==> src/mmf_pkg.sv <==
// shared types, codes and single precision helpers for the matrix multiply unit
// used by the controller, the datapath and both floating point units
package mmf_pkg;

  localparam int CFG_W     = 7;
  localparam int CFG_IDX_W = 2;

  localparam logic [CFG_IDX_W-1:0] CFG_ROWS_M  = 2'd0;
  localparam logic [CFG_IDX_W-1:0] CFG_INNER_K = 2'd1;
  localparam logic [CFG_IDX_W-1:0] CFG_COLS_N  = 2'd2;

  localparam logic [1:0] MODE_WR_A = 2'd0;
  localparam logic [1:0] MODE_WR_B = 2'd1;
  localparam logic [1:0] MODE_RD_C = 2'd2;

  localparam logic [CFG_W-1:0] SIZE_RESET = 7'd64;

  localparam int DEF_MAX_ROWS  = 64;
  localparam int DEF_MAX_INNER = 64;
  localparam int DEF_MAX_COLS  = 64;

  // cycles between two dot product steps, minus one
  localparam logic [2:0] ISSUE_GAP = 3'd4;

  localparam logic [31:0] QNAN = 32'h7FC0_0000;

  typedef enum logic [1:0] {FK_NUM, FK_ZERO, FK_INF, FK_NAN} fpk_t;

  typedef struct packed {
    logic             wr_a;
    logic             wr_b;
    logic             start;
    logic             issue;
    logic [CFG_W-1:0] k;
    logic             load_out;
    logic             err;
  } mmf_cmd_t;

  typedef struct packed {
    logic add_done;
  } mmf_stat_t;

  function automatic logic [5:0] lzc48(input logic [47:0] v);
    logic [5:0] n;
    n = 6'd48;
    for (int i = 0; i < 48; i++) begin
      if (v[i]) n = 6'(47 - i);
    end
    return n;
  endfunction

  // sig has its leading one at bit 47, ex is the biased exponent of that bit
  function automatic logic [31:0] fp_pack(input logic sgn, input logic signed [11:0] ex,
                                          input logic [47:0] sig);
    logic [11:0] amt;
    logic [10:0] e1;
    logic [47:0] sh;
    logic        lost;
    logic [23:0] m24;
    logic        up;
    logic [34:0] total;
    if (ex < 12'sd1) begin
      amt = 12'(12'sd1 - ex);
      e1  = '0;
    end else begin
      amt = '0;
      e1  = 11'(ex - 12'sd1);
    end
    sh    = sig >> amt;
    lost  = |(sig & ~({48{1'b1}} << amt));
    m24   = sh[47:24];
    up    = sh[23] & ((|sh[22:0]) | lost | m24[0]);
    // rounding carry walks into the exponent field by itself
    total = {1'b0, e1, 23'b0} + 35'(m24) + 35'(up);
    if (total >= 35'h0_7F80_0000) return {sgn, 8'hFF, 23'h0};
    return {sgn, total[30:0]};
  endfunction

  function automatic logic [31:0] fp_result(input fpk_t kind, input logic sgn,
                                            input logic signed [11:0] ex,
                                            input logic [47:0] sig);
    logic [31:0] r;
    case (kind)
      FK_NUM:  r = fp_pack(sgn, ex, sig);
      FK_ZERO: r = {sgn, 31'h0};
      FK_INF:  r = {sgn, 8'hFF, 23'h0};
      default: r = QNAN;
    endcase
    return r;
  endfunction

endpackage

==> src/mmf_ctrl.sv <==
// controller: size registers, range checks, step sequencing, output valid
// depends on mmf_pkg
module mmf_ctrl #(
  parameter int MAX_ROWS  = mmf_pkg::DEF_MAX_ROWS,
  parameter int MAX_INNER = mmf_pkg::DEF_MAX_INNER,
  parameter int MAX_COLS  = mmf_pkg::DEF_MAX_COLS
) (
  input  logic                          clk,
  input  logic                          rst,
  input  logic                          cfg_write,
  input  logic [mmf_pkg::CFG_IDX_W-1:0] cfg_index,
  input  logic [mmf_pkg::CFG_W-1:0]     cfg_data,
  input  logic                          in_valid,
  output logic                          in_stall,
  input  logic [1:0]                    mode,
  input  logic [5:0]                    row,
  input  logic [5:0]                    col,
  output logic                          out_valid,
  input  logic                          out_stall,
  output logic                          status,
  output mmf_pkg::mmf_cmd_t             cmd,
  input  mmf_pkg::mmf_stat_t            stat
);

  typedef enum logic [1:0] {ST_IDLE, ST_RUN, ST_DONE} state_t;

  state_t                      state;
  logic [mmf_pkg::CFG_W-1:0]   rows_m, inner_k, cols_n, kk, issued, done_cnt;
  logic [2:0]                  gap;
  logic                        err;
  logic                        accept, row_m, row_k, col_k, col_n;

  assign in_stall = state != ST_IDLE;
  assign accept   = in_valid && !in_stall;

  always_comb begin
    kk    = (32'(inner_k) > MAX_INNER) ? mmf_pkg::CFG_W'(MAX_INNER) : inner_k;
    row_m = (7'(row) < rows_m) && (32'(row) < MAX_ROWS);
    row_k = 7'(row) < kk;
    col_k = 7'(col) < kk;
    col_n = (7'(col) < cols_n) && (32'(col) < MAX_COLS);

    cmd     = '0;
    cmd.k   = issued;
    cmd.err = err;
    case (state)
      ST_IDLE: begin
        if (accept) begin
          case (mode)
            mmf_pkg::MODE_WR_A: cmd.wr_a  = row_m && col_k;
            mmf_pkg::MODE_WR_B: cmd.wr_b  = row_k && col_n;
            mmf_pkg::MODE_RD_C: cmd.start = row_m && col_n;
            default: ;
          endcase
        end
      end
      ST_RUN:  cmd.issue    = (gap == 3'd0) && (issued < kk);
      ST_DONE: cmd.load_out = !out_valid || !out_stall;
      default: ;
    endcase
  end

  always_ff @(posedge clk) begin
    if (rst) begin
      state     <= ST_IDLE;
      rows_m    <= mmf_pkg::SIZE_RESET;
      inner_k   <= mmf_pkg::SIZE_RESET;
      cols_n    <= mmf_pkg::SIZE_RESET;
      issued    <= '0;
      done_cnt  <= '0;
      gap       <= '0;
      err       <= 1'b0;
      out_valid <= 1'b0;
      status    <= 1'b0;
    end else begin
      if (cfg_write) begin
        case (cfg_index)
          mmf_pkg::CFG_ROWS_M:  rows_m  <= cfg_data;
          mmf_pkg::CFG_INNER_K: inner_k <= cfg_data;
          mmf_pkg::CFG_COLS_N:  cols_n  <= cfg_data;
          default: ;
        endcase
      end

      if (cmd.load_out) begin
        out_valid <= 1'b1;
        status    <= err;
      end else if (out_valid && !out_stall) begin
        out_valid <= 1'b0;
      end

      case (state)
        ST_IDLE: begin
          if (accept && mode == mmf_pkg::MODE_RD_C) begin
            err      <= !(row_m && col_n);
            issued   <= '0;
            done_cnt <= '0;
            gap      <= '0;
            state    <= (row_m && col_n && kk != '0) ? ST_RUN : ST_DONE;
          end
        end
        ST_RUN: begin
          if (cmd.issue) begin
            issued <= issued + 1'b1;
            gap    <= mmf_pkg::ISSUE_GAP;
          end else if (gap != 3'd0) begin
            gap <= gap - 1'b1;
          end
          if (stat.add_done) begin
            done_cnt <= done_cnt + 1'b1;
            if (done_cnt == kk - 1'b1) state <= ST_DONE;
          end
        end
        ST_DONE: begin
          if (cmd.load_out) state <= ST_IDLE;
        end
        default: state <= ST_IDLE;
      endcase
    end
  end

endmodule

==> config.mk <==
export PLATFORM = sky130hd
export DESIGN_NAME = mmf_ctrl
export DESIGN_NICKNAME = d
export VERILOG_FILES = /design/src/mmf_pkg.sv /design/src/mmf_ctrl.sv
export SDC_FILE = /design/constraint.sdc
export NUM_CORES = 1
export LEC_CHECK = 0
export BUFFER_PORTS_ARGS = -buffer_cell sky130_fd_sc_hd__clkbuf_2
export CAP_MARGIN = 20
export CORE_MARGIN = 5
export CORE_UTILIZATION = 40
export CTS_CLUSTER_DIAMETER = 200
export CTS_CLUSTER_SIZE = 25
export DETAILED_ROUTE_END_ITERATION = 10
export HOLD_SLACK_MARGIN = 0.05
export PLACE_DENSITY = 0.65
export SYNTH_ARGS = -nofsm -noshare
export SYNTH_HDL_FRONTEND = slang
export SYNTH_SLANG_ARGS = --single-unit
==> constraint.sdc <==
create_clock -name clk -period 5.16 [get_ports clk]
set_input_delay 1.548 -clock clk [delete_from_list [all_inputs] [get_ports clk]]
set_output_delay 1.548 -clock clk [all_outputs]
set_load 0.005 [all_outputs]
Word level (Yosys, flattened, before mapping) --
Cells that the tools add are included.
Storage, ports and cells: register bits after elaboration 43, bits of input ports 29, output and inout port bits 16, word-level logic and storage cells 88
Cells by class: $add $sub $neg 4, order comparisons 6, eq/ne operators 13, multiplexer cells 25, reductions and logical operators 30
Operator list (number):
- $lt A6 B7 Y1 | 4
- $mux W7 | 4
- $pmux W7 S2 | 2
- $mux W3 | 5
- $add A7 B1 Y7 const B | 2
- $mux W2 | 5
- $ne A2 B2 Y1 const B | 5
- $reduce_and A3 Y1 | 3
- $logic_and A1 B1 Y1 | 8
- $reduce_and A2 Y1 | 4
- $eq A7 B7 Y1 | 1
- $gt A7 B7 Y1 const B | 1
- $lt A7 B7 Y1 | 1
- $mux W1 | 7
- $reduce_bool A7 Y1 | 1
- $sub A7 B1 Y7 const B | 1
- $eq A2 B1 Y1 const B | 3
- $eq A2 B2 Y1 const B | 3
- $logic_not A2 Y1 | 3
- $pmux W2 S3 | 1
- $pmux W3 S2 | 1
- $reduce_bool A2 Y1 | 3
- $logic_not A1 Y1 | 4
- $reduce_and A4 Y1 | 1
- other kinds (5) | 5

Longest topological paths before layout --
Gate-level depths: netlist of run 1.
depth in word-level cells 7, gate-level depth with buffers 11, gate-level depth less buffers 10

Worst setup path after synthesis of run 1 --
OpenSTA, ideal clock, no wires.
path type input port to output port, from input row[4], to output cmd[10] in the netlist's numbering, arrival 2.518 ns, required time 3.612 ns, path slack 1.094 ns, cell stages on the path 5, buffers on the path 0, cell sequence ha_1 a21o_1 a21oi_1 o32a_1 and3_1
RTL lines:
- start, declared | line mmf_ctrl.sv:16 | input logic [5:0] row,
- end, declared | line mmf_ctrl.sv:21 | output mmf_pkg::mmf_cmd_t cmd,

==> results of run 1 <==
## cells by family (layout without fill, tap and decap cells)
family                     count (synthesis)  count (layout)  share of synthesized area, %
muxes                                     15              15                          5.53
DFF                                       43              43                          31.4
AOI/OAI and AO/OA                         74              74                          17.6
adders and majority gates                 32              32                          14.6
buffers and inverters                     28              72                          4.29
and+or+nand+nor                          117             117                          22.7
xor gates and xnor gates                  12              12                          3.84
## cells in the mapped netlist (2+ instances only)
cell	count
a211o_1	3
nand2_1	19
o31ai_1	2
a21oi_1	27
nand4_1	4
o21a_1	4
o21ai_1	4
mux2i_1	14
o311a_1	2
o21ai_0	5
o211ai_1	2
a211oi_1	5
inv_1	15
dfxtp_1	43
nor3b_1	3
a31oi_1	3
nand2b_1	7
ha_1	32
nand3b_1	5
nor2_1	44
a21boi_0	2
or4_1	2
and4b_1	2
or3b_1	2
or3_1	4
nand4bb_1	2
nand4b_1	2
nor3_1	4
xor2_1	5
nand3_1	5
and4_1	2
and3_1	2
o21bai_1	2
xnor2_1	7
a21o_1	6
clkbuf_1	8
## metal layers
metal / track usage [%] / vias up / part of all wire, % / routed length (µm)
li1: - / 1242 / - / -
met1: 21.3 / 1113 / 47 / 3200
met2: 28.6 / 54 / 46 / 3140
met3: 2.92 / 7 / 5.0 / 336
met4: 5.13 / 0 / 1.4 / 97
met5: 0 / - / 0 / 0
## cell type report
cell class,instances,share of cell area [%]
Clock buffer,6,2.33
Clock inverter,2,0.402
Inverter,17,2.05
Multi-Input combinational cell,250,56.6
Sequential cell,43,27.7
Tap cell,80,3.22
Timing Repair Buffer,47,7.80
## through the flow
stage          cell area, µm²  instances  util [%]
4_1_cts                  3110        445      46.3
2_1_floorplan            2740        321         -
6_report                 3110        445      46.3
5_1_grt                  3110        445      46.3
3_5_place_dp             3030        437      45.1
3_3_place_gp             3030        437      45.1
## flip-flops by register name, indices dropped and copies added (netlist names)
name / flops
cols_n: 7
done_cnt: 7
inner_k: 7
issued: 7
rows_m: 7
gap: 3
state: 2
err: 1
out_valid: 1
status: 1
## worst max path at each step
stage / endpoint / slack [ps] / depth (start not counted)
floorplan: cmd[10] / 1090 / 5
global placement: cmd[10] / 750 / 7
detailed placement: cmd[10] / 720 / 7
CTS: cmd[10] / 720 / 7
global route: cmd[10] / 640 / 7
finish: cmd[10] / 720 / 7
## worst max-delay path: stages
cell,delay (ps)
clkbuf_2,100
ha_1,310
a21o_1,160
a21oi_1,150
o22a_1,270
and3_1,220
clkbuf_2,130
## cells in the final DEF (no fill, tap or decap), types with 7 or more instances in the layout
cell type,count
nor2_1,44
clkbuf_2,44
dfxtp_1,43
ha_1,32
a21oi_1,27
nand2_1,19
inv_1,15
mux2i_1,14
nand2b_1,7
xnor2_1,7
## where the power goes
part | internal, W | total, W | switching [W]
Clock | 0.0000948 | 0.000214 | 0.000120
Combinational | 0.0000493 | 0.000113 | 0.0000636
Sequential | 0.000342 | 0.000352 | 0.00000986
Total | 0.000486 | 0.000679 | 0.000193
==> flow_summary_export.csv, run 1 <==
group,metric,value,unit
placed_design,gp_congestion,0.881,
final_layout,nets,425,
clocking,htreeDepth,2,
floorplan,core,0.00672,mm²
global_routing,antenna_found_initial,0,
floorplan,die_h,92.7,µm
final_layout,diodes,0,
timing,clock.fmax,225,MHz
detailed_routing,vias,2416,
clocking,cts_tree,"yes",
setup_path,cp-start-kind,"primary input",
synthesis,synth_area,0.00274,mm²
timing,finClkSkew,8.36,ps
status,status,"finished, final reports clean",
setup_path,reg2reg_from,"inner_k[6]",
synthesis,synth_edf_count,0,
final_layout,fill_cells,665,
synthesis,synth_area_per_cell,8.53,µm²
setup_path,crit_path_end_kind,"output pin",
synthesis,synth_top_area_share,31.4,%
clocking,cts_hold_buffers,0,
timing,setup_viol,0,
power,power_density,218,mW/mm²
synthesis,ys_seq_elements,43,
timing,slew_headroom,54.5,%
final_layout,ff_latch_area,861,µm²
floorplan,die_area,0.00860,mm²
timing,grt_setup_unrepaired,"false",
setup_path,reg2reg_depth,8,
synthesis,ys_async_sr_fraction,0,%
global_routing,grt_usage,16.7,%
setup_path,crit_arrival,2890,ps
setup_path,cp_max_fo,5,
timing,maxSlewViolCount,0,
power,power,0.000679,W
final_layout,final_layout_size_suffix_gt1_share,15.9,%
placed_design,io_buffers,44,
synthesis,synth_cell_types,57,
power,vdd_ir_drop_max,0.0000899,V
hold_path,hp-start,"gap[0]",
placed_design,hpwl,5340,µm
global_routing,grt_pass1_wl,11400,µm
timing,post-route-period-util,86.1,%
timing,tightest_slew,682,ps
synthesis,seq_area_frac_synth,31.4,%
synthesis,syn-num-nets,382,
synthesis,syn_inst,321,
timing,finalHoldViolations,0,
hold_path,hold_end,"gap[0]",
clocking,cts-buffers-inserted,5,
timing,finalCriticalPeriod,4440,ps
timing,setup_tns,0,ps
detailed_routing,wirelength,6780,µm
clocking,postCtsSetupBuffers,0,
floorplan,row_count,30,
detailed_routing,drcViolationCount,0,
global_routing,grt_pass1_vias,2320,
setup_path,reg2reg_to,"state[0]",
synthesis,synth_top_area_cell,"dfxtp_1",
run,maxCapViolCount,0,
setup_path,critPathRequiredTime,3610,ps
detailed_routing,wl_per_cell,15.2,µm
floorplan,die_x,92.7,µm
timing,worst_slack,717,ps
floorplan,ios,45,
synthesis,ys.flop_type,"dfxtp_1",
clocking,clk_pin_slew_worst_paths,80,ps
setup_path,critical_path_class,"in2out",
synthesis,ys_warn_count,0,
final_layout,multi_input_area,0.00176,mm²
setup_path,rrSetupSlack,2580,ps
detailed_routing,drt_iter0_drc,93,
clocking,cts.sinks,43,
power,p_leak,1.36,nW
final_layout,syn2layout_area_growth,13.7,%
clocking,cts_resized,0,
hold_path,min_path_type,"reg2reg",
clocking,clkLatencyLatePin,300,ps
clocking,cts_buffer_depth,2,
global_routing,grt_max_degree,33,
detailed_routing,first_pass_iters,4,
timing,whs,477,ps
placed_design,post-place-ws,722,ps
synthesis,synthTopCellsByArea,"dfxtp_1, ha_1, nor2_1",
hold_path,hold_path_depth,1,
detailed_routing,postRouteAntennaNets,0,
clocking,cts_root_buf,"clkbuf_8",
setup_path,setup.worst_path.start,"col[4]",
floorplan,initial_core_util,40.8,%
global_routing,grt_remaining_overflow,0,
detailed_routing,via_per_inst,5.43,
Power figures use the tool's default switching activity.
==> run 2: changes to the inputs <==
Settings changed: PLACE_DENSITY 0.65 to 0.67.
Clock period 5.16 ns to 3.9 ns, I/O delays scaled along.
==> run 2 against run 1 <==
Compared with the run above: cell count is 0.22% higher; clock skew is 4.0 ps lower; die area stayed put; register-to-register slack worse by 1200 ps; critical path depth stayed put; critical endpoint unchanged.
==> flow_summary_export.csv, run 2 (synthesis gave the netlist of run 1 again) <==
group,metric,value,unit
status,status,"finished, final reports clean",
clocking,postCtsSetupBuffers,0,
setup_path,critPathRequiredTime,2730,ps
clocking,cts-buffers-inserted,5,
detailed_routing,drcViolationCount,0,
setup_path,crit_path_end_kind,"output pin",
floorplan,row_count,30,
timing,grt_setup_unrepaired,"false",
power,p_leak,1.38,nW
timing,maxSlewViolCount,0,
final_layout,final_layout_size_suffix_gt1_share,16.1,%
timing,setup_tns,0,ps
timing,finalCriticalPeriod,3710,ps
global_routing,grt_pass1_vias,2416,
power,vdd_ir_drop_max,0.000140,V
detailed_routing,via_per_inst,5.50,
clocking,cts_hold_buffers,0,
timing,clock.fmax,270,MHz
detailed_routing,first_pass_iters,4,
floorplan,ios,45,
detailed_routing,wl_per_cell,14.7,µm
clocking,cts_resized,0,
timing,finClkSkew,4.36,ps
detailed_routing,postRouteAntennaNets,0,
clocking,clk_pin_slew_worst_paths,70,ps
power,power_density,301,mW/mm²
final_layout,fill_cells,654,
hold_path,min_path_type,"reg2reg",
global_routing,grt_pass1_wl,11400,µm
setup_path,cp-start-kind,"primary input",
global_routing,grt_usage,16.3,%
final_layout,syn2layout_area_growth,14.8,%
floorplan,core,0.00672,mm²
final_layout,diodes,0,
timing,slew_headroom,55.1,%
global_routing,grt_remaining_overflow,0,
clocking,cts_tree,"yes",
clocking,cts_root_buf,"clkbuf_8",
clocking,htreeDepth,2,
final_layout,nets,427,
floorplan,initial_core_util,40.8,%
global_routing,antenna_found_initial,0,
final_layout,fin_util,46.8,%
floorplan,die_x,92.7,µm
clocking,cts.sinks,43,
setup_path,critical_path_class,"in2out",
detailed_routing,drt_iter0_drc,116,
timing,setup_viol,0,
clocking,clkLatencyLatePin,290,ps
placed_design,io_buffers,44,
run,maxCapViolCount,0,
power,power,0.000946,W
placed_design,gp_congestion,0.865,
timing,finalHoldViolations,0,
placed_design,hpwl,5160,µm
final_layout,most-common-layout-cells,"nor2_1, clkbuf_2, dfxtp_1",
setup_path,cp_max_fo,5,
detailed_routing,vias,2451,
floorplan,die_h,92.7,µm
floorplan,die_area,0.00860,mm²
global_routing,grt_max_degree,33,
timing,tightest_slew,673,ps
setup_path,crit_arrival,2540,ps
clocking,cts_buffer_depth,2,
timing,post-route-period-util,95.1,%
detailed_routing,wirelength,6560,µm
-- run 2: cell types whose count changed in the layout (fill, tap and decap cells not counted) --
cell        previous run  this run
bufinv_16              0         1
clkinvlp_4             1         0
clkinv_2               1         0
buf_4                  3         5
-- run 2: metrics by stage --
| step | hold WS, ps | setup slack [ps] | cells | instance area, µm² |
|---|---|---|---|---|
| 5_1_grt | 499 | 106 | 446 | 3150 |
| 3_3_place_gp | 456 | 231 | 439 | 3040 |
| 3_5_place_dp | 454 | 202 | 439 | 3040 |
| 2_1_floorplan | 438 | 590 | 321 | 2740 |
| 6_report | 467 | 192 | 446 | 3150 |
| 4_1_cts | 469 | 198 | 446 | 3150 |
-- run 2: layout make-up --
class | instances | area [µm²] | share of cell area [%]
Tap cell | 80 | 100 | 3.18
Inverter | 17 | 63.8 | 2.03
Clock buffer | 6 | 72.6 | 2.31
Timing Repair Buffer | 49 | 258 | 8.19
Multi-Input combinational cell | 250 | 1760 | 56.0
Sequential cell | 43 | 861 | 27.4
Clock inverter | 1 | 30.0 | 0.955
-- run 2: worst paths after layout --
| kind | start | endpoint | slack, ps | cells after the start |
|---|---|---|---|---|
| max | row[4] | cmd[10] | 190 | 7 |
| min | gap[0] | gap[0] | 470 | 1 |
| max reg2reg | inner_k[6] | state[0] | 1390 | 8 |
| min reg2reg | gap[0] | gap[0] | 470 | 1 |
-- run 2: power breakdown --
| part | switching [W] | internal (W) | leakage (nW) |
|---|---|---|---|
| clock network | 0.000144 | 0.000188 | 0.0513 |
| registers | 0.0000128 | 0.000452 | 0.349 |
| logic | 0.0000826 | 0.0000668 | 0.975 |
| total | 0.000239 | 0.000707 | 1.38 |
-- run 2: worst max-delay path: stages --
cell and delay, ps:
clkbuf_2 90, ha_1 310, a21o_1 160, a21oi_1 150
o32a_1 290, and3_1 240, clkbuf_2 130
-- run 2: metal layers --
layer | wire (µm) | vias to the layer above | global-route usage [%]
met3 | 305 | 13 | 2.92
met4 | 98 | 0 | 4.52
li1 | - | 1241 | -
met2 | 3030 | 66 | 27.0
met5 | 0 | - | 0
met1 | 3130 | 1131 | 21.6
